$ cat src/rtl/tcce_pkg.sv
// ----------------------------------------------------------------------------
// Text console cursor engine: shared definitions
// Item types, command and state codes, character codes and defaults used by
// every module of the console engine.
// ----------------------------------------------------------------------------
package tcce_pkg;

  // Default screen geometry.
  localparam int DEF_ROWS = 25;
  localparam int DEF_COLS = 80;

  // Widths of the target fields and of the reported offset.
  localparam int TROW_W = 6;
  localparam int TCOL_W = 7;
  localparam int OFF_W  = 11;
  // Wide enough for any cell count or offset at the largest geometry.
  localparam int XOFF_W = 14;

  // Character codes.
  localparam logic [7:0] CH_NL     = 8'h0A;
  localparam logic [7:0] CH_CR     = 8'h0D;
  localparam logic [7:0] CH_BS     = 8'h08;
  localparam logic [7:0] CH_BLANK  = 8'h20;
  localparam logic [7:0] CH_PR_LO  = 8'h20;
  localparam logic [7:0] CH_PR_HI  = 8'h7E;
  localparam logic [7:0] RESET_ATTR = 8'd15;

  // Configuration register indexes.
  localparam int CFG_IDX_W = 4;
  localparam logic [CFG_IDX_W-1:0] REG_TEXT_COLOR  = 4'd0;
  localparam logic [CFG_IDX_W-1:0] REG_CURSOR_HIDE = 4'd1;

  typedef enum logic [1:0] {
    CMD_PUT   = 2'd0,
    CMD_SET   = 2'd1,
    CMD_READ  = 2'd2,
    CMD_CLEAR = 2'd3
  } cmd_t;

  typedef enum logic [2:0] {
    S_IDLE,
    S_ADDR,
    S_EXEC,
    S_SWEEP,
    S_OFF,
    S_DONE
  } state_t;

  // One screen cell: attribute in the upper byte, character in the lower.
  typedef struct packed {
    logic [7:0] attr;
    logic [7:0] ch;
  } cell_t;

  typedef struct packed {
    cmd_t              cmd;
    logic [7:0]        byte_in;
    logic [TROW_W-1:0] target_row;
    logic [TCOL_W-1:0] target_col;
  } req_t;

  typedef struct packed {
    logic [4:0]       cursor_row_out;
    logic [6:0]       cursor_col_out;
    logic [OFF_W-1:0] hw_cursor_offset;
    logic             scrolled;
    logic             status;
    logic [7:0]       read_char;
    logic [7:0]       read_attr;
  } rsp_t;

endpackage

$ cat src/rtl/tcce_ctrl.sv
// ----------------------------------------------------------------------------
// Console sequencer
// Holds the cursor, decodes each command and steps the address unit and the
// screen store through the cell write, the cell read and the store sweeps.
// ----------------------------------------------------------------------------
module tcce_ctrl import tcce_pkg::*; #(
  parameter int ROWS = DEF_ROWS,
  parameter int COLS = DEF_COLS
) (
  input  logic                         clk,
  input  logic                         rst,
  input  logic                         req_valid,
  input  req_t                         req,
  output logic                         busy,
  input  logic [7:0]                   text_color,
  input  logic                         cursor_hide,
  input  logic                         slot_free,
  output logic                         done,
  output rsp_t                         result,
  output logic [TROW_W-1:0]            unit_row,
  output logic [TCOL_W-1:0]            unit_col,
  input  logic [$clog2(ROWS*COLS)-1:0] unit_addr,
  output logic                         mem_we,
  output logic [$clog2(ROWS*COLS)-1:0] mem_waddr,
  output cell_t                        mem_wdata,
  output logic                         mem_re,
  output logic [$clog2(ROWS*COLS)-1:0] mem_raddr,
  input  cell_t                        mem_rdata
);

  localparam int CELLS = ROWS * COLS;
  localparam int RW    = $clog2(ROWS);
  localparam int CW    = $clog2(COLS);
  localparam int AW    = $clog2(CELLS);
  localparam int SW    = $clog2(CELLS + 1);
  localparam logic [XOFF_W-1:0] CELLS_X = XOFF_W'(CELLS);

  state_t         state, state_next;
  req_t           item;
  logic [RW-1:0]  cur_row;
  logic [CW-1:0]  cur_col;
  logic           rolled;
  logic           status;
  logic [7:0]     rd_char;
  logic [7:0]     rd_attr;
  logic [SW-1:0]  sweep_cnt;
  logic           sweep_copy;
  logic           sweep_cmd;
  logic [7:0]     sweep_attr;

  logic           is_print;
  logic           tgt_ok;
  logic           row_last;
  logic           col_last;
  logic           need_scroll;
  logic           sweep_end;
  logic [SW-1:0]  sweep_prev;
  logic [SW:0]    sweep_src;
  logic [XOFF_W-1:0] addr_x;

  // Decodes of the held item and the cursor.
  assign is_print  = (item.byte_in >= CH_PR_LO) && (item.byte_in <= CH_PR_HI);
  assign tgt_ok    = ({1'b0, item.target_row} < 7'(ROWS)) &&
                     ({1'b0, item.target_col} < 8'(COLS));
  assign row_last  = cur_row == RW'(ROWS - 1);
  assign col_last  = cur_col == CW'(COLS - 1);
  assign need_scroll = row_last &&
                       ((item.byte_in == CH_NL) || (is_print && col_last));

  // Sweep addressing: read one row ahead, write one cell behind in the cycle after.
  assign sweep_end  = sweep_cnt == SW'(CELLS);
  assign sweep_prev = sweep_cnt - SW'(1);
  assign sweep_src  = (SW + 1)'(sweep_cnt) + (SW + 1)'(COLS);

  // Next state, store and address unit control.
  always_comb begin
    state_next = state;
    busy       = 1'b1;
    done       = 1'b0;
    unit_row   = TROW_W'(cur_row);
    unit_col   = TCOL_W'(cur_col);
    mem_we     = 1'b0;
    mem_waddr  = unit_addr;
    mem_wdata  = '{attr: text_color, ch: CH_BLANK};
    mem_re     = 1'b0;
    mem_raddr  = unit_addr;
    unique case (state)
      S_IDLE: begin
        busy = 1'b0;
        if (req_valid) begin
          state_next = S_ADDR;
        end
      end
      S_ADDR: begin
        if (item.cmd != CMD_PUT) begin
          unit_row = item.target_row;
          unit_col = item.target_col;
        end
        state_next = S_EXEC;
      end
      S_EXEC: begin
        state_next = S_OFF;
        case (item.cmd)
          CMD_PUT: begin
            if (item.byte_in == CH_BS) begin
              if ((cur_col != '0) || (cur_row != '0)) begin
                mem_we    = 1'b1;
                mem_waddr = unit_addr - AW'(1);
              end
            end else if (is_print) begin
              mem_we    = 1'b1;
              mem_wdata = '{attr: text_color, ch: item.byte_in};
            end
            if (need_scroll) begin
              state_next = S_SWEEP;
            end
          end
          CMD_READ: begin
            mem_re = tgt_ok;
          end
          CMD_CLEAR: begin
            state_next = S_SWEEP;
          end
          default: begin
          end
        endcase
      end
      S_SWEEP: begin
        mem_re    = sweep_copy && (sweep_src < (SW + 1)'(CELLS));
        mem_raddr = sweep_src[AW-1:0];
        mem_we    = sweep_cnt != '0;
        mem_waddr = sweep_prev[AW-1:0];
        if (sweep_copy && (sweep_prev < SW'(CELLS - COLS))) begin
          mem_wdata = mem_rdata;
        end else begin
          mem_wdata = '{attr: sweep_attr, ch: CH_BLANK};
        end
        if (sweep_end) begin
          state_next = sweep_cmd ? S_OFF : S_IDLE;
        end
      end
      S_OFF: begin
        state_next = S_DONE;
      end
      S_DONE: begin
        done = slot_free;
        if (slot_free) begin
          state_next = S_IDLE;
        end
      end
      default: begin
        state_next = S_IDLE;
      end
    endcase
  end

  // State register; reset starts the blanking sweep of the store.
  always_ff @(posedge clk) begin
    if (rst) begin
      state <= S_SWEEP;
    end else begin
      state <= state_next;
    end
  end

  // Cursor, sweep control and per-item result registers.
  always_ff @(posedge clk) begin
    if (rst) begin
      cur_row    <= '0;
      cur_col    <= '0;
      sweep_cnt  <= '0;
      sweep_copy <= 1'b0;
      sweep_cmd  <= 1'b0;
      sweep_attr <= RESET_ATTR;
    end else begin
      case (state)
        S_IDLE: begin
          if (req_valid) begin
            item    <= req;
            rolled  <= 1'b0;
            status  <= 1'b0;
            rd_char <= '0;
            rd_attr <= '0;
          end
        end
        S_EXEC: begin
          sweep_cnt  <= '0;
          sweep_cmd  <= 1'b1;
          sweep_attr <= text_color;
          case (item.cmd)
            CMD_PUT: begin
              sweep_copy <= 1'b1;
              if (item.byte_in == CH_CR) begin
                cur_col <= '0;
              end else if (item.byte_in == CH_BS) begin
                if (cur_col != '0) begin
                  cur_col <= cur_col - CW'(1);
                end else if (cur_row != '0) begin
                  cur_row <= cur_row - RW'(1);
                  cur_col <= CW'(COLS - 1);
                end
              end else if ((item.byte_in == CH_NL) || (is_print && col_last)) begin
                // Next line; on the last row the scroll keeps the row.
                cur_col <= '0;
                if (row_last) begin
                  rolled <= 1'b1;
                end else begin
                  cur_row <= cur_row + RW'(1);
                end
              end else if (is_print) begin
                cur_col <= cur_col + CW'(1);
              end else begin
                status <= 1'b1;
              end
            end
            CMD_SET: begin
              if (tgt_ok) begin
                cur_row <= RW'(item.target_row);
                cur_col <= CW'(item.target_col);
              end else begin
                status <= 1'b1;
              end
            end
            CMD_READ: begin
              status <= !tgt_ok;
            end
            CMD_CLEAR: begin
              sweep_copy <= 1'b0;
              cur_row    <= '0;
              cur_col    <= '0;
            end
            default: begin
            end
          endcase
        end
        S_SWEEP: begin
          sweep_cnt <= sweep_cnt + SW'(1);
        end
        S_OFF: begin
          // Read data from the store arrives in this cycle.
          if ((item.cmd == CMD_READ) && !status) begin
            rd_char <= mem_rdata.ch;
            rd_attr <= mem_rdata.attr;
          end
        end
        default: begin
        end
      endcase
    end
  end

  // Result item, valid while in the final state.
  assign addr_x = XOFF_W'(unit_addr);

  always_comb begin
    result.cursor_row_out   = 5'(cur_row);
    result.cursor_col_out   = 7'(cur_col);
    result.hw_cursor_offset = cursor_hide ? CELLS_X[OFF_W-1:0] : addr_x[OFF_W-1:0];
    result.scrolled         = rolled;
    result.status           = status;
    result.read_char        = rd_char;
    result.read_attr        = rd_attr;
  end

endmodule

$ cat config.mk
export PLATFORM = sky130hd
export DESIGN_NAME = tcce_ctrl
export DESIGN_NICKNAME = d
export VERILOG_FILES = /design/src/rtl/tcce_pkg.sv /design/src/rtl/tcce_ctrl.sv
export SDC_FILE = /design/constraint.sdc
export NUM_CORES = 1
export LEC_CHECK = 0
export BUFFER_PORTS_ARGS = -buffer_cell sky130_fd_sc_hd__buf_4
export CELL_PAD_IN_SITES_DETAIL_PLACEMENT = 0
export CELL_PAD_IN_SITES_GLOBAL_PLACEMENT = 1
export CORE_MARGIN = 10
export CORE_UTILIZATION = 38
export CTS_BUF_LIST = sky130_fd_sc_hd__clkbuf_4 sky130_fd_sc_hd__clkbuf_8 sky130_fd_sc_hd__clkbuf_16
export DETAILED_ROUTE_END_ITERATION = 10
export GPL_TIMING_DRIVEN = 1
export PLACE_DENSITY = 0.83
export SETUP_SLACK_MARGIN = 0.15
export SLEW_MARGIN = 20
export SYNTH_ARGS = -nofsm -noshare
export SYNTH_HDL_FRONTEND = slang
export SYNTH_SLANG_ARGS = --single-unit
$ cat constraint.sdc
create_clock -name clk -period 2.8 [get_ports clk]
set_input_delay 0.14 -clock clk [delete_from_list [all_inputs] [get_ports clk]]
set_output_delay 0.14 -clock clk [all_outputs]
set_load 0.02 [all_outputs]
==> flow_metrics.env <==
export IMPL_worst_hold_startpoint="text_color[0]"
export IMPL_timing_worst_slew_pin_value_ps=659
export IMPL_synth_area_mm2=0.00535
export IMPL_total_design_power_mw=6.85
export IMPL_antennaDiodeCount=0
export IMPL_numPortBuffers=158
export IMPL_rsz0062_at_grt="true"
export IMPL_synth_edff_count=41
export IMPL_dp_cells=947
export IMPL_h_tree_depth=3
export IMPL_crit_type="reg -> out"
export IMPL_place_gp_congestion=0.905
export IMPL_dr_drc_count=0
export IMPL_timing_critical_path_cells="or4_4, nor4_4, mux2_4, o21ai_2, buf_6, mux2i_2, a21oi_1, buf_4"
export IMPL_die_w_um=139
export IMPL_power_static_leakage_nw=3.22
export IMPL_vdd_ir_drop_max_v=0.000550
export IMPL_fp_dieH_um=139
export IMPL_synth_top_cells_by_count="nand2_1, nor2_1, a21oi_1"
export IMPL_final_seq_area_mm2=0.00197
export IMPL_placementRows=43
export IMPL_pre_cts_slack_ps=203
export IMPL_place_detailed_hpwl_mm=12.9
export IMPL_reg2reg_from="item[20]$_DFFE_PP_"
export IMPL_synth_net_count=716
export IMPL_nNetsFinal=902
export IMPL_multi_input_comb_area_mm2=0.00321
export IMPL_hold_violations=0
export IMPL_synth_top_area_share=0.230
export IMPL_detailedRoute_firstPassIterationCount=5
export IMPL_area_growth_pct=40.9
export IMPL_yosysWarnings=0
export IMPL_crit_reg2reg_capture="rolled$_DFFE_PP_"
export IMPL_synth_most_common_cell="nand2_1"
export IMPL_worstSetupStartpointType="flop"
export IMPL_core_region_area_mm2=0.0138
export IMPL_synth_area_leader_cell="edfxtp_1"
export IMPL_via_per_inst=5.38
export IMPL_drt_iter0_markers=371
export IMPL_yosys_most_used_dff="edfxtp_1"
export IMPL_grt_use_total=0.176
export IMPL_yosys_cell_types_count=70
export IMPL_cellPowerDensity_mw_per_mm2=909
export IMPL_fillerInstances=1253
export IMPL_antenna_found_initial=0
export IMPL_layoutNonFillerInstCount=1005
export IMPL_synth_async_sr_flop_share=0
export IMPL_cts_reportedPaths_clkPinSlew_ps=60
export IMPL_yosys_top_cells_area="edfxtp_1, dfxtp_1, nand2_1"
export IMPL_layout_worst_path_cycle_share=0.959
export IMPL_timing_hold_worst_path_depth=3
export IMPL_grt_pass1_wl_mm=28.4
export IMPL_max_cap_viol_count=0
export IMPL_finalHoldWorstSlack_ps=22.5
export IMPL_clkLatencyLatePin_ps=350
export IMPL_vias=5404
export IMPL_synth_cells=634
export IMPL_grt_overflow_total=0
export IMPL_clkSinkCount=77
export IMPL_timing_clock_skew_ps=12.0
export IMPL_worst_ep_arrival_time_ps=2540
export IMPL_holdCritPathClass="in -> reg"
export IMPL_crit_path_top_delay_cell="or4_4"
export IMPL_setup_viol=0
export IMPL_timing_critical_path_slowest_cell_delay_ps=550
export IMPL_maximum_number_of_pins_on_one_net_before_global_route_repair=42
export IMPL_ys_seq_elements=77
export IMPL_floorplan_io_pins=159
export IMPL_post_drt_wl_per_cell_um=17.5
export IMPL_layout_setup_ws_ps=116
export IMPL_cts_max_path_buffers=2
export IMPL_whs_endpoint="sweep_attr[0]$_SDFFE_PP1P_"
export IMPL_worst_endpoint_required_ps=2660
export IMPL_r2r_setup_slk_ps=230
export IMPL_crit_path_max_fanout=8
export IMPL_grt_pass1_vias=5462
export IMPL_dpl_instance_area_mm2=0.00673
export IMPL_clock_root_buffer="clkbuf_16"
export IMPL_finalInstanceArea_mm2=0.00753
export IMPL_yosysSeqAreaShare=0.365
export IMPL_setup_worst_path_end_class="output pin"
export IMPL_tritoncts_num_buffers=9
export IMPL_antenna_viol_nets_final=0
export IMPL_start_util=0.387
export IMPL_run_status="complete, no violations"
export IMPL_timing_slew_headroom=0.561
export IMPL_drv_slew=0
export IMPL_layout_drive_gt1_share=0.330
export IMPL_maxClockFrequency_mhz=373
export IMPL_rr_worst_depth=7
export IMPL_routed_wl_mm=17.6
export IMPL_avgSynthCellArea_um2=8.43
export IMPL_period_minus_slack_ps=2680
export IMPL_area_enclosed_by_the_die_boundary_mm2=0.0192
export IMPL_cts_tree="yes"
[state kept, by name, summed over array words and instances (netlist names)]
signal and count:
rd_attr 8, cur_col 7, status 1, cur_row 5
rolled 1, rd_char 8, item 23, state 3
sweep_cmd 1, sweep_attr 8, sweep_copy 1, sweep_cnt 11
[worst max-delay path by stage]
stage | cells past startpoint | slack, ps | to | start
after floorplan | 6 | 290 | mem_wdata[10] | sweep_cnt[0]$_SDFFE_PP0N_
after global placement | 9 | 310 | mem_waddr[1] | cur_col[0]$_SDFFE_PP0P_
after detailed placement | 9 | 200 | cur_row[4]$_SDFFE_PP0P_ | item[19]$_DFFE_PP_
after CTS | 8 | -30 | mem_wdata[8] | sweep_cnt[1]$_SDFFE_PP0N_
after global routing | 11 | -5 | mem_wdata[13] | sweep_cnt[0]$_SDFFE_PP0N_
final | 8 | 120 | mem_wdata[13] | sweep_cnt[1]$_SDFFE_PP0N_
[final cells by class]
cell class,instances,area share
tap,180,0.0299
clock inverter,4,0.00731
sequential,77,0.261
clock buffer,12,0.0352
timing repair buffer,220,0.228
multi-input combinational,488,0.426
inverter,24,0.0126
[layout by cell type (no fill, tap or decap), types with 22 or more instances in the layout]
master,n
dfxtp_1,28
inv_1,22
dlygate4sd3_1,23
edfxtp_1,41
nand2_1,82
nor3_1,26
a21oi_1,49
o21ai_0,28
nor2_1,51
buf_4,194
[power breakdown]
| group | switching [mW] | leakage, nW | internal (mW) | total [mW] |
|---|---|---|---|---|
| Sequential | 0.153 | 0.637 | 1.31 | 1.47 |
| Clock | 0.483 | 0.155 | 0.770 | 1.25 |
| Combinational | 2.39 | 2.43 | 1.74 | 4.13 |
[routing by layer]
layer | wire length, um | GRT usage | vias up
li1 | - | - | 2644
met1 | 7210 | 0.203 | 2558
met2 | 8900 | 0.307 | 180
met3 | 1180 | 0.0551 | 22
met4 | 294 | 0.0456 | 0
met5 | 0 | 0 | -
[through the flow]
| step | setup TNS (ps) | util |
|---|---|---|
| after CTS | -193 | 0.535 |
| after global routing | -5.12 | 0.545 |
| final | 0 | 0.545 |
| after detailed placement | 0 | 0.487 |
| after floorplan | 0 | - |
| after global placement | 0 | 0.487 |
[worst max-delay path: cells and delay by family, from the launching register on]
kind / cells / cell delay [ps]
AOI/OAI and AO/OA: 2 / 210
buffers and inverters: 2 / 350
DFF: 1 / 340
muxes: 2 / 550
and+or+nand+nor: 2 / 750
[cell families (layout without fill, tap and decap cells)]
| logic type | Yosys count | after routing | share of synthesized area |
|---|---|---|---|
| mux | 25 | 25 | 0.0489 |
| xor+xnor | 27 | 27 | 0.0442 |
| compound gates | 152 | 152 | 0.186 |
| fa+ha+maj | 19 | 19 | 0.0459 |
| buf+inv | 69 | 260 | 0.0531 |
| simple gates | 265 | 265 | 0.256 |
| flops | 77 | 77 | 0.365 |
[repair_timing]
item / 4_1_cts / 5_1_grt
setup buffers: 12 / 7
setup endpoints to repair: 26 / 31
hold buffers: 23 / 0
endpoints found under the hold margin: 23 / 0
gates resized for setup: 14 / 21
pin swaps: 9 / 9
No activity file was read; power rests on OpenSTA's default activity.
