## src/rtl/tcce_pkg.sv

```systemverilog
// ----------------------------------------------------------------------------
// Text console cursor engine: shared definitions
// Item types, command and state codes, character codes and defaults used by
// every module of the console engine.
// ----------------------------------------------------------------------------
package tcce_pkg;

  // Default screen geometry.
  localparam int DEF_ROWS = 25;
  localparam int DEF_COLS = 80;

  // Widths of the target fields and of the reported offset.
  localparam int TROW_W = 6;
  localparam int TCOL_W = 7;
  localparam int OFF_W  = 11;
  // Wide enough for any cell count or offset at the largest geometry.
  localparam int XOFF_W = 14;

  // Character codes.
  localparam logic [7:0] CH_NL     = 8'h0A;
  localparam logic [7:0] CH_CR     = 8'h0D;
  localparam logic [7:0] CH_BS     = 8'h08;
  localparam logic [7:0] CH_BLANK  = 8'h20;
  localparam logic [7:0] CH_PR_LO  = 8'h20;
  localparam logic [7:0] CH_PR_HI  = 8'h7E;
  localparam logic [7:0] RESET_ATTR = 8'd15;

  // Configuration register indexes.
  localparam int CFG_IDX_W = 4;
  localparam logic [CFG_IDX_W-1:0] REG_TEXT_COLOR  = 4'd0;
  localparam logic [CFG_IDX_W-1:0] REG_CURSOR_HIDE = 4'd1;

  typedef enum logic [1:0] {
    CMD_PUT   = 2'd0,
    CMD_SET   = 2'd1,
    CMD_READ  = 2'd2,
    CMD_CLEAR = 2'd3
  } cmd_t;

  typedef enum logic [2:0] {
    S_IDLE,
    S_ADDR,
    S_EXEC,
    S_SWEEP,
    S_OFF,
    S_DONE
  } state_t;

  // One screen cell: attribute in the upper byte, character in the lower.
  typedef struct packed {
    logic [7:0] attr;
    logic [7:0] ch;
  } cell_t;

  typedef struct packed {
    cmd_t              cmd;
    logic [7:0]        byte_in;
    logic [TROW_W-1:0] target_row;
    logic [TCOL_W-1:0] target_col;
  } req_t;

  typedef struct packed {
    logic [4:0]       cursor_row_out;
    logic [6:0]       cursor_col_out;
    logic [OFF_W-1:0] hw_cursor_offset;
    logic             scrolled;
    logic             status;
    logic [7:0]       read_char;
    logic [7:0]       read_attr;
  } rsp_t;

endpackage

```

## src/rtl/tcce_addr_unit.sv

```systemverilog
// ----------------------------------------------------------------------------
// Cell address unit
// Shared registered multiply-add that turns a row and column into a linear
// cell address; used for the cursor, the target and the reported offset.
// ----------------------------------------------------------------------------
module tcce_addr_unit import tcce_pkg::*; #(
  parameter int ROWS = DEF_ROWS,
  parameter int COLS = DEF_COLS
) (
  input  logic                         clk,
  input  logic [TROW_W-1:0]            row,
  input  logic [TCOL_W-1:0]            col,
  output logic [$clog2(ROWS*COLS)-1:0] addr
);

  localparam int AW = $clog2(ROWS * COLS);

  // Result is only meaningful for on-screen operands.
  always_ff @(posedge clk) begin
    addr <= AW'(row * COLS + col);
  end

endmodule

```

## config.mk

```make
export PLATFORM = sky130hd
export DESIGN_NAME = tcce_addr_unit
export DESIGN_NICKNAME = d
export VERILOG_FILES = /design/src/rtl/tcce_pkg.sv /design/src/rtl/tcce_addr_unit.sv
export SDC_FILE = /design/constraint.sdc
export NUM_CORES = 1
export LEC_CHECK = 0
export ABC_AREA = 0
export BUFFER_PORTS_ARGS = -buffer_cell sky130_fd_sc_hd__buf_2
export CAP_MARGIN = 5
export CORE_AREA = 2 2 45 47
export DETAILED_ROUTE_END_ITERATION = 10
export DIE_AREA = 0 0 47 49
export PLACE_DENSITY_LB_ADDON = 0.05
export SLEW_MARGIN = 30
export SYNTH_ARGS = -nofsm -noshare
export SYNTH_HDL_FRONTEND = slang
export SYNTH_SLANG_ARGS = --single-unit
```

## constraint.sdc

```tcl
create_clock -name clk -period 1.9 [get_ports clk]
set_clock_uncertainty 0.05 [all_clocks]
set_input_delay 0.095 -clock clk [delete_from_list [all_inputs] [get_ports clk]]
set_output_delay 0.095 -clock clk [all_outputs]
set_load 0.02 [all_outputs]
```

==> results by group, run 1 <==
Clock tree
  – Clk buf depth: 2
  – Root buffer cell: clkbuf_4
  – # H-tree levels: 1
  – Sink Count: 11
  – CTS tree: done
  – Hold_buf cts: 5
  – Reg clk slew, reported paths: 0.07 ns
  – TritonCTS buffer count: 3
  – Post-CTS resize count: 0
  – Post-CTS setup buffers: 0

Layout
  – Biggest regs: addr x11
  – Number of antenna diodes: 0
  – Area Growth Syn to Fin: 48.76%
  – Fin nets: 102
  – Largest Register: addr
  – Largest register FFs: 11
  – Share of post-route cells with drive strength above 1: 40.00%

Detailed routing
  – # DRC: 0
  – Number of DRC markers in iteration 0: 0
  – TritonRoute pass-1 iters: 1
  – Via Count: 386
  – Final WL: 906 um
  – Avg WL per Cell: 8.882 um
  – Antenna violation net count after detailed routing: 0
  – Via-to-Cell Ratio: 3.784

Timing
  – FMAX: 566.8 MHz
  – Final Cycle Share: 92.86%
  – Worst Tran Pin Value: 0.2472 ns
  – Fin Hold WS: 0.03870 ns
  – Final setup violation count: 0
  – Hold Fails Final Rpt: 0
  – Slew Limit Fails: 0
  – RSZ-0062 raised after global routing: no
  – Rel. slew slack: 83.52%
  – Final min period: 1.764 ns
  – Setup TNS: 0 ns

Floorplanning
  – Ports: 25
  – Rows: 16
  – DIE AREA: 0.002303 mm^2
  – Die W: 47 um
  – Core area: 0.001842 mm^2
  – Vert. Die Dim: 49 um
  – Initial Utilization: 27.45%

Critical path
  – Crit-path most repeated cell: xnor2_1
  – Worst Setup End Kind: flop
  – Max incr delay on CP: 0.53 ns
  – Worst Path Required: 2.04 ns
  – Crit-path cells: dlygate4sd3_1 -> buf_2 -> ha_1 -> fa_1 -> a21o_1 -> nand4_1 -> xnor2_1 -> xnor2_1
  – Startpoint Class: primary input
  – CP arrival: 1.91 ns
  – Critical path class: in -> reg
  – Maximum fanout along the worst path: 2
  – CP max stage cell: dlygate4sd3_1

Min path
  – Hold depth: 2
  – Worst hold path class: in -> reg

Synthesis
  – Top area cells in the synthesized netlist: dfxtp_1 44%, ha_1 25%, fa_1 7.9%
  – Sequential-to-total area share from yosys stat: 43.56%
  – Syn Nets: 66
  – Synthesized area: 505.5 um^2
  – #FFs+latches synth: 11
  – Synth Warn #: 0
  – Syn Inst Count: 40
  – Synth top area share: 43.56%
  – Syn avg cell area: 12.64 um^2
  – Area leader, netlist: dfxtp_1
  – Netlist cell types: 10

GRT
  – Gr usage total: 9.592%
  – Pin count of the biggest net entering global routing: 8
  – Vias in the first global route: 367
  – Global-route congestion overflow total: 0
  – First-pass GRT wire length: 1469 um
  – Antenna violations before repair: 0

Power
  – Internal: 451.8 uW
  – Peak supply drop: 0.0002922 V
  – Combinational share of power: 34.4%
  – Share of power burned in registers: 42.7%
  – Sw Ratio: 31.32%
  – Pwr Density: 874.9 mW/mm^2
  – Static leakage: 0.3970 nW
  – Switching Power: 206.1 uW
  – Clock power frac: 22.9%

Placed design
  – Final GP Congestion: 0.6601
  – DP HPWL: 772.3 um
  – Port Buffers: 24

Job
  – Max-cap violations: 0

Status
  – Status: completed
[power groups by stage]
stage,clock network [mW],logic (mW),registers (mW)
floorplan,0,0.0847,0.345
global placement,0,0.223,0.287
detailed placement,0,0.222,0.287
CTS,0.160,0.231,0.281
global route,0.178,0.252,0.285
finish,0.151,0.227,0.281
[metal layers]
metal  GRT usage, %  up-vias  share of wire [%]
met5              0        -                  0
met4          9.722        0                1.5
met1          10.50      157                 42
met3          2.593        2                8.2
li1               -      207                  -
met2          13.70       20                 48
[kinds of logic after synthesis]
logic type	count (synthesis)	share of synthesized area [%]
flops	11	43.56
compound gates	5	6.435
fa+ha+maj	12	32.67
simple gates	4	3.466
xor+xnor	8	13.86
[cell usage after synthesis]
library cell / number
dfxtp_1: 11
ha_1: 10
xnor2_1: 4
xor2_1: 4
a21o_1: 3
a21oi_1: 2
fa_1: 2
nand2_1: 2
nand4_1: 1
nor2_1: 1
[worst paths after layout]
path | start | to | slack (ns)
max | col[4] | addr[10]$_DFF_P_ | 0.14
min | row[0] | addr[4]$_DFF_P_ | 0.04
[through the flow]
| step | power [mW] | setup slack (ns) | instance area [um^2] | cells | utilization (%) |
|---|---|---|---|---|---|
| 3_5_place_dp | 0.5091 | 0.03221 | 674.4 | 93 | 36.62 |
| 4_1_cts | 0.6720 | 0.1349 | 752.0 | 102 | 40.83 |
| 2_1_floorplan | 0.4292 | 0.1931 | 505.5 | 40 | - |
| 3_3_place_gp | 0.5102 | 0.05774 | 674.4 | 93 | 36.62 |
| 6_report | 0.6579 | 0.1357 | 752.0 | 102 | 40.83 |
| 5_1_grt | 0.7153 | 0.01586 | 752.0 | 102 | 40.83 |
[worst max-delay path: cells and delay by family]
kind            cells  cell delay [ns]
compound gates      1             0.20
xor+xnor            2             0.27
fa+ha+maj           2             0.59
buf+inv             2             0.65
simple gates        1             0.11
[final cells by class]
class | count | area, um^2
well taps | 27 | 33.78
flip-flops and latches | 11 | 220.2
repair buffers | 31 | 185.2
multi-input cells | 29 | 285.3
fillers | 199 | 1090
clock inverters | 1 | 5.005
clock buffers | 3 | 22.52
[layout by cell type (no fill, tap or decap), drive strengths merged]
master,instances
clkbuf,3
xor2,4
fa,2
dlygate4sd3,5
xnor2,4
ha,10
nand4,1
buf,26
clkinv,1
dfxtp,11
nand2,2
nor2,1
a21oi,2
a21o,3
Power figures use the tool's default switching activity.
==> run 2, diff against run 1 <==
- clock period: 1.9 -> 2.2 ns (I/O delays scaled with it)
==> run 2 against run 1 <==
Utilization decreased by 1.4 points. Via count is 0.26% lower. Flip-flop and latch count is the same. Sequential power fell by 14%. Sequential share of layout area is 1.0 points higher. Hold slack lost 0.026 ns. Wire length increased by 1.7%. Critical path depth unchanged. First-iteration DRC count increased by 4. Critical endpoint unchanged. Global-route usage grew 0.22 points. Non-clock buffer count is 3 lower.
==> results by group, run 2 (synthesized netlist as in run 1, its figures left out) <==
Timing
  – Final min period: 1.690 ns
  – Hold Fails Final Rpt: 0 (unchanged)
  – Rel. slew slack: 83.55% (about the same)
  – FMAX: 591.8 MHz
  – Final setup margin: 0.5102 ns (+0.3744 ns)
  – Slew Limit Fails: 0 (unchanged)
  – Worst Tran Pin Value: 0.2468 ns (-0.0003996 ns)
  – RSZ-0062 raised after global routing: no
  – Setup TNS: 0 ns (unchanged)
  – Final Cycle Share: 76.81%
  – Final setup violation count: 0 (unchanged)

Clock tree
  – Clk buf depth: 2 (unchanged)
  – CTS tree: done
  – Root buffer cell: clkbuf_4
  – Reg clk slew, reported paths: 0.07 ns (about the same)
  – # H-tree levels: 1 (unchanged)
  – TritonCTS buffer count: 3 (unchanged)
  – Sink Count: 11 (unchanged)

Layout
  – Area Growth Syn to Fin: 43.81%
  – Number of antenna diodes: 0 (unchanged)
  – Biggest regs: addr x11
  – Largest Register: addr
  – Register area: 220.2 um^2 (unchanged)
  – Largest register FFs: 11 (unchanged)
  – Share of post-route cells with drive strength above 1: 38.89% (-1.1 points)
  – Finished Cell Area: 726.9 um^2 (-3.3%)
  – Most frequent cells in the layout: 24 x buf_2, 11 x dfxtp_1, 10 x ha_1
  – Fin nets: 99 (-2.9%)
  – Fin util: 39.47% (-1.4 points)
  – Multi-input logic area: 285.3 um^2 (unchanged)
  – Fill count: 193 (-3.0%)
  – Most common cell after layout, fill and taps aside: buf_2

Power
  – Static leakage: 0.3832 nW (-3.5%)
  – Pwr Density: 772.7 mW/mm^2 (-12%)
  – Peak supply drop: 0.0002373 V (-19%)

Detailed routing
  – Avg WL per Cell: 9.303 um (+4.7%)
  – Wire length on met2: 452 um (+4.4%)
  – Top Metal Used: met3
  – Antenna violation net count after detailed routing: 0 (unchanged)
  – Wire length on met3: 72 um (-2.7%)
  – Via Count: 385 (-0.26%)
  – DRT met1 WL: 396 um (+3.1%)
  – TritonRoute pass-1 iters: 2 (+1)
  – # DRC: 0 (unchanged)
  – Via-to-Cell Ratio: 3.889 (+2.8%)
  – Number of DRC markers in iteration 0: 4 (+4)
  – Final WL: 921 um (+1.7%)

Critical path
  – Crit-path cells: buf_2 -> ha_1 -> ha_1 -> fa_1 -> xor2_1 -> nand4_1 -> xnor2_1 -> xnor2_1
  – CP arrival: 1.83 ns (-0.08 ns)
  – CP delay by family, top: adder cells
  – Maximum fanout along the worst path: 3 (+1)
  – Max incr delay on CP: 0.38 ns (-0.15 ns)
  – Worst Path Required: 2.34 ns (+0.30 ns)
  – Critical path class: in -> reg
  – Startpoint Class: primary input
  – Worst Setup End Kind: flop
  – WP buf/inv: 1 (-1)
  – CP max stage cell: fa_1

Floorplanning
  – DIE AREA: 0.002303 mm^2 (unchanged)
  – Ports: 25 (unchanged)
  – Core area: 0.001842 mm^2 (unchanged)
  – Vert. Die Dim: 49 um (unchanged)
  – Rows: 16 (unchanged)
  – Initial Utilization: 27.45% (unchanged)
  – Die W: 47 um (unchanged)

GRT
  – Gr usage total: 9.814% (+0.22 points)
  – First-pass GRT wire length: 1559 um (+6.1%)
  – Pin count of the biggest net entering global routing: 8 (unchanged)
  – Antenna violations before repair: 0 (unchanged)
  – Global-route congestion overflow total: 0 (unchanged)
  – Vias in the first global route: 382 (+4.1%)

Placed design
  – Port Buffers: 24 (unchanged)
  – DP Area: 659.4 um^2 (-2.2%)
  – Final GP Congestion: 0.6554 (-0.71%)
  – DP HPWL: 780.5 um (+1.1%)
  – Post-Place Setup Slack: 0.2111 ns (+0.1788 ns)

Job
  – Max-cap violations: 0 (unchanged)

Min path
  – Worst hold path class: in -> reg

Status
  – Status: completed
-- run 2: cell count changes in the layout (fill, tap and decap cells not counted), sizes merged --
| cell | change |
|---|---|
| buf | -2 |
| dlygate4sd3 | -1 |
-- run 2: per-stage QoR --
stage	std cells	hold slack (ns)	total power, mW
after global placement	91	0.1634	0.4327
after detailed placement	91	0.1644	0.4324
after floorplan	40	0.08772	0.3707
after global routing	99	0.02105	0.6063
final	99	0.01265	0.5617
after CTS	99	0.001725	0.5737
-- run 2: layout make-up --
type / instances / share of cell area, %
multi-input cells: 29 / 39.24
flip-flops and latches: 11 / 30.29
repair buffers: 28 / 22.03
well taps: 27 / 4.647
clock buffers: 3 / 3.098
clock inverters: 1 / 0.6885
-- run 2: repair_timing --
| item | 4_1_cts | 5_1_grt |
|---|---|---|
| hold buffers | 4 | 0 |
| hold endpoints to repair | 4 | 0 |
| setup buffers | 0 | 0 |
| resized for setup | 0 | 0 |
-- run 2: path summary, 6_finish.rpt --
path | startpoint | to | slack, ns | cells past startpoint
min | col[4] | addr[4]$_DFF_P_ | 0.01 | 2
max | row[1] | addr[10]$_DFF_P_ | 0.51 | 8
-- run 2: report_power, final --
part	internal, mW	switching (mW)	leakage (nW)	total, mW
clock	0.0671	0.0639	0.0177	0.131
sequential	0.236	0.00664	0.0928	0.242
combinational	0.0800	0.108	0.273	0.188
total	0.383	0.179	0.383	0.562
-- run 2: per-layer routing --
layer / vias up / global-route usage (%)
met5: - / 0
met1: 164 / 11.90
met3: 0 / 2.593
li1: 203 / -
met2: 18 / 14.38
met4: 0 / 6.944
==> run 3, diff against run 2 <==
- clock period: 2.2 -> 1.55 ns (I/O delays scaled with it)
==> run 3 against run 2 <==
Final area rose by 14%. Global-route usage rose by 0.065 points. Sequential share of layout area fell by 3.6 points. Wire length rose by 3.3%. Sequential power rose by 42%. Via count rose by 2.9%. Critical path type unchanged.
==> results by group, run 3 (synthesized netlist as in run 1, its figures left out) <==
Power
  – Pwr Density: 1017 mW/mm^2 (+32%)
  – Static leakage: 0.4206 nW (+9.8%)
  – Switching Power: 252.0 uW (+41%)
  – Internal: 587.5 uW (+53%)
  – Final Power: 839.5 uW (+49%)
  – Share of power burned in registers: 40.9% (-2.2 points)
  – Clock power frac: 21.6% (-1.7 points)
  – Peak supply drop: 0.0003117 V (+31%)
  – Sw Ratio: 30.02% (-1.8 points)
  – Combinational share of power: 37.5% (+4.0 points)

Status
  – Status: completed

Floorplanning
  – DIE AREA: 0.002303 mm^2 (unchanged)
  – Die W: 47 um (unchanged)
  – Vert. Die Dim: 49 um (unchanged)
  – Initial Utilization: 27.45% (unchanged)
  – Ports: 25 (unchanged)
  – Rows: 16 (unchanged)
  – Core area: 0.001842 mm^2 (unchanged)

Timing
  – FMAX: 694.1 MHz
  – Final min period: 1.441 ns
  – RSZ-0062 raised after global routing: no
  – Rel. slew slack: 81.03% (-2.5 points)
  – Hold Fails Final Rpt: 0 (unchanged)
  – Final Cycle Share: 92.95%
  – Worst Tran Pin Value: 0.2846 ns (+0.03781 ns)
  – Final setup margin: 0.1092 ns (-0.4009 ns)
  – Final setup violation count: 0 (unchanged)
  – Slew Limit Fails: 0 (unchanged)
  – Fin Hold WS: 0.04787 ns (+0.03522 ns)

Placed design
  – DP HPWL: 799.2 um (+2.4%)
  – Port Buffers: 24 (unchanged)
  – Post-Place Setup Slack: -0.1789 ns (-0.3900 ns)
  – Final GP Congestion: 0.6834 (+4.3%)

GRT
  – Global-route congestion overflow total: 0 (unchanged)
  – Vias in the first global route: 386 (+1.0%)
  – Gr usage total: 9.878% (+0.065 points)
  – First-pass GRT wire length: 1566 um (+0.45%)
  – Pin count of the biggest net entering global routing: 7 (-1)
  – Antenna violations before repair: 0 (unchanged)

Clock tree
  – Reg clk slew, reported paths: 0.06 ns (about the same)
  – # H-tree levels: 1 (unchanged)
  – Sink Count: 11 (unchanged)
  – Post-CTS setup buffers: 0 (unchanged)
  – CTS tree: done
  – Clk buf depth: 2 (unchanged)
  – TritonCTS buffer count: 3 (unchanged)
  – Root buffer cell: clkbuf_4

Layout
  – Fin nets: 108 (+9.1%)
  – Number of antenna diodes: 0 (unchanged)
  – Largest register FFs: 11 (unchanged)
  – Most common cell after layout, fill and taps aside: buf_2
  – Biggest regs: addr x11
  – Largest Register: addr
  – Most frequent cells in the layout: 24 x buf_2, 11 x dfxtp_1, 8 x buf_4
  – Share of post-route cells with drive strength above 1: 48.15% (+9.3 points)
  – Area Growth Syn to Fin: 63.37%

Detailed routing
  – Antenna violation net count after detailed routing: 0 (unchanged)
  – Via-to-Cell Ratio: 3.667 (-5.7%)
  – TritonRoute pass-1 iters: 2 (unchanged)
  – Via Count: 396 (+2.9%)
  – Final WL: 951 um (+3.3%)
  – # DRC: 0 (unchanged)
  – Avg WL per Cell: 8.806 um (-5.3%)
  – Number of DRC markers in iteration 0: 2 (-2)

Critical path
  – Worst Setup End Kind: flop
  – Critical Path Start: row[1]
  – Startpoint Class: primary input
  – Maximum fanout along the worst path: 2 (-1)
  – Worst Path Required: 1.64 ns (-0.70 ns)
  – CP arrival: 1.53 ns (-0.30 ns)
  – Critical path class: in -> reg

Min path
  – Worst hold path class: in -> reg
  – HP Start: col[5]

Job
  – Max-cap violations: 0 (unchanged)
## run 3: cell count changes in the layout (fill, tap and decap cells not counted)
cell           before  now
ha_2                0    1
fa_1                2    1
clkbuf_1            0    1
ha_4                0    2
fa_2                0    1
buf_4               0    8
ha_1               10    7
clkinv_2            1    0
dlygate4sd3_1       4    5
## run 3: stage by stage
step | cell area, um^2 | util, % | instances | TNS, ns
final | 825.8 | 44.84 | 108 | 0
after global routing | 825.8 | 44.84 | 108 | 0
after CTS | 825.8 | 44.84 | 108 | 0
after detailed placement | 749.5 | 40.69 | 99 | -0.2120
after global placement | 749.5 | 40.69 | 99 | -0.1917
after floorplan | 535.5 | - | 40 | -0.02029
## run 3: worst paths after layout
path,end,slack (ns),depth (start not counted)
min,addr[5]$_DFF_P_,0.05,2
max,addr[10]$_DFF_P_,0.11,8
## run 3: what timing repair did
action / CTS / global route
endpoints found under the setup margin: 0 / 0
endpoints found under the hold margin: 5 / 0
gates resized for setup: 0 / 0
hold buffers: 5 / 0
## run 3: area by class of cell
| class | count | area (um^2) |
|---|---|---|
| multi-input cells | 29 | 315.3 |
| flip-flops and latches | 11 | 220.2 |
| clock buffers | 4 | 26.28 |
| repair buffers | 37 | 230.2 |
| well taps | 27 | 33.78 |
| fillers | 190 | 1016 |
## run 3: metal layers
layer | vias to the layer above | track usage [%] | wire length [um]
li1 | 219 | - | -
met1 | 156 | 12.33 | 433
met2 | 19 | 14.38 | 428
met3 | 2 | 1.111 | 61
met4 | 0 | 8.333 | 27
met5 | - | 0 | 0
## run 3: power groups by stage
stage / Sequential [mW] / Clock, mW / Combinational (mW)
floorplan: 0.422 / 0 / 0.114
detailed placement: 0.351 / 0 / 0.308
global placement: 0.351 / 0 / 0.310
finish: 0.344 / 0.181 / 0.315
CTS: 0.344 / 0.190 / 0.321
global route: 0.348 / 0.206 / 0.351
## run 3: critical path: stages
cell     delay [ns]
buf_2          0.12
ha_4           0.24
ha_4           0.16
fa_2           0.35
xor2_1         0.19
nand4_1        0.13
xnor2_1        0.15
xnor2_1        0.12
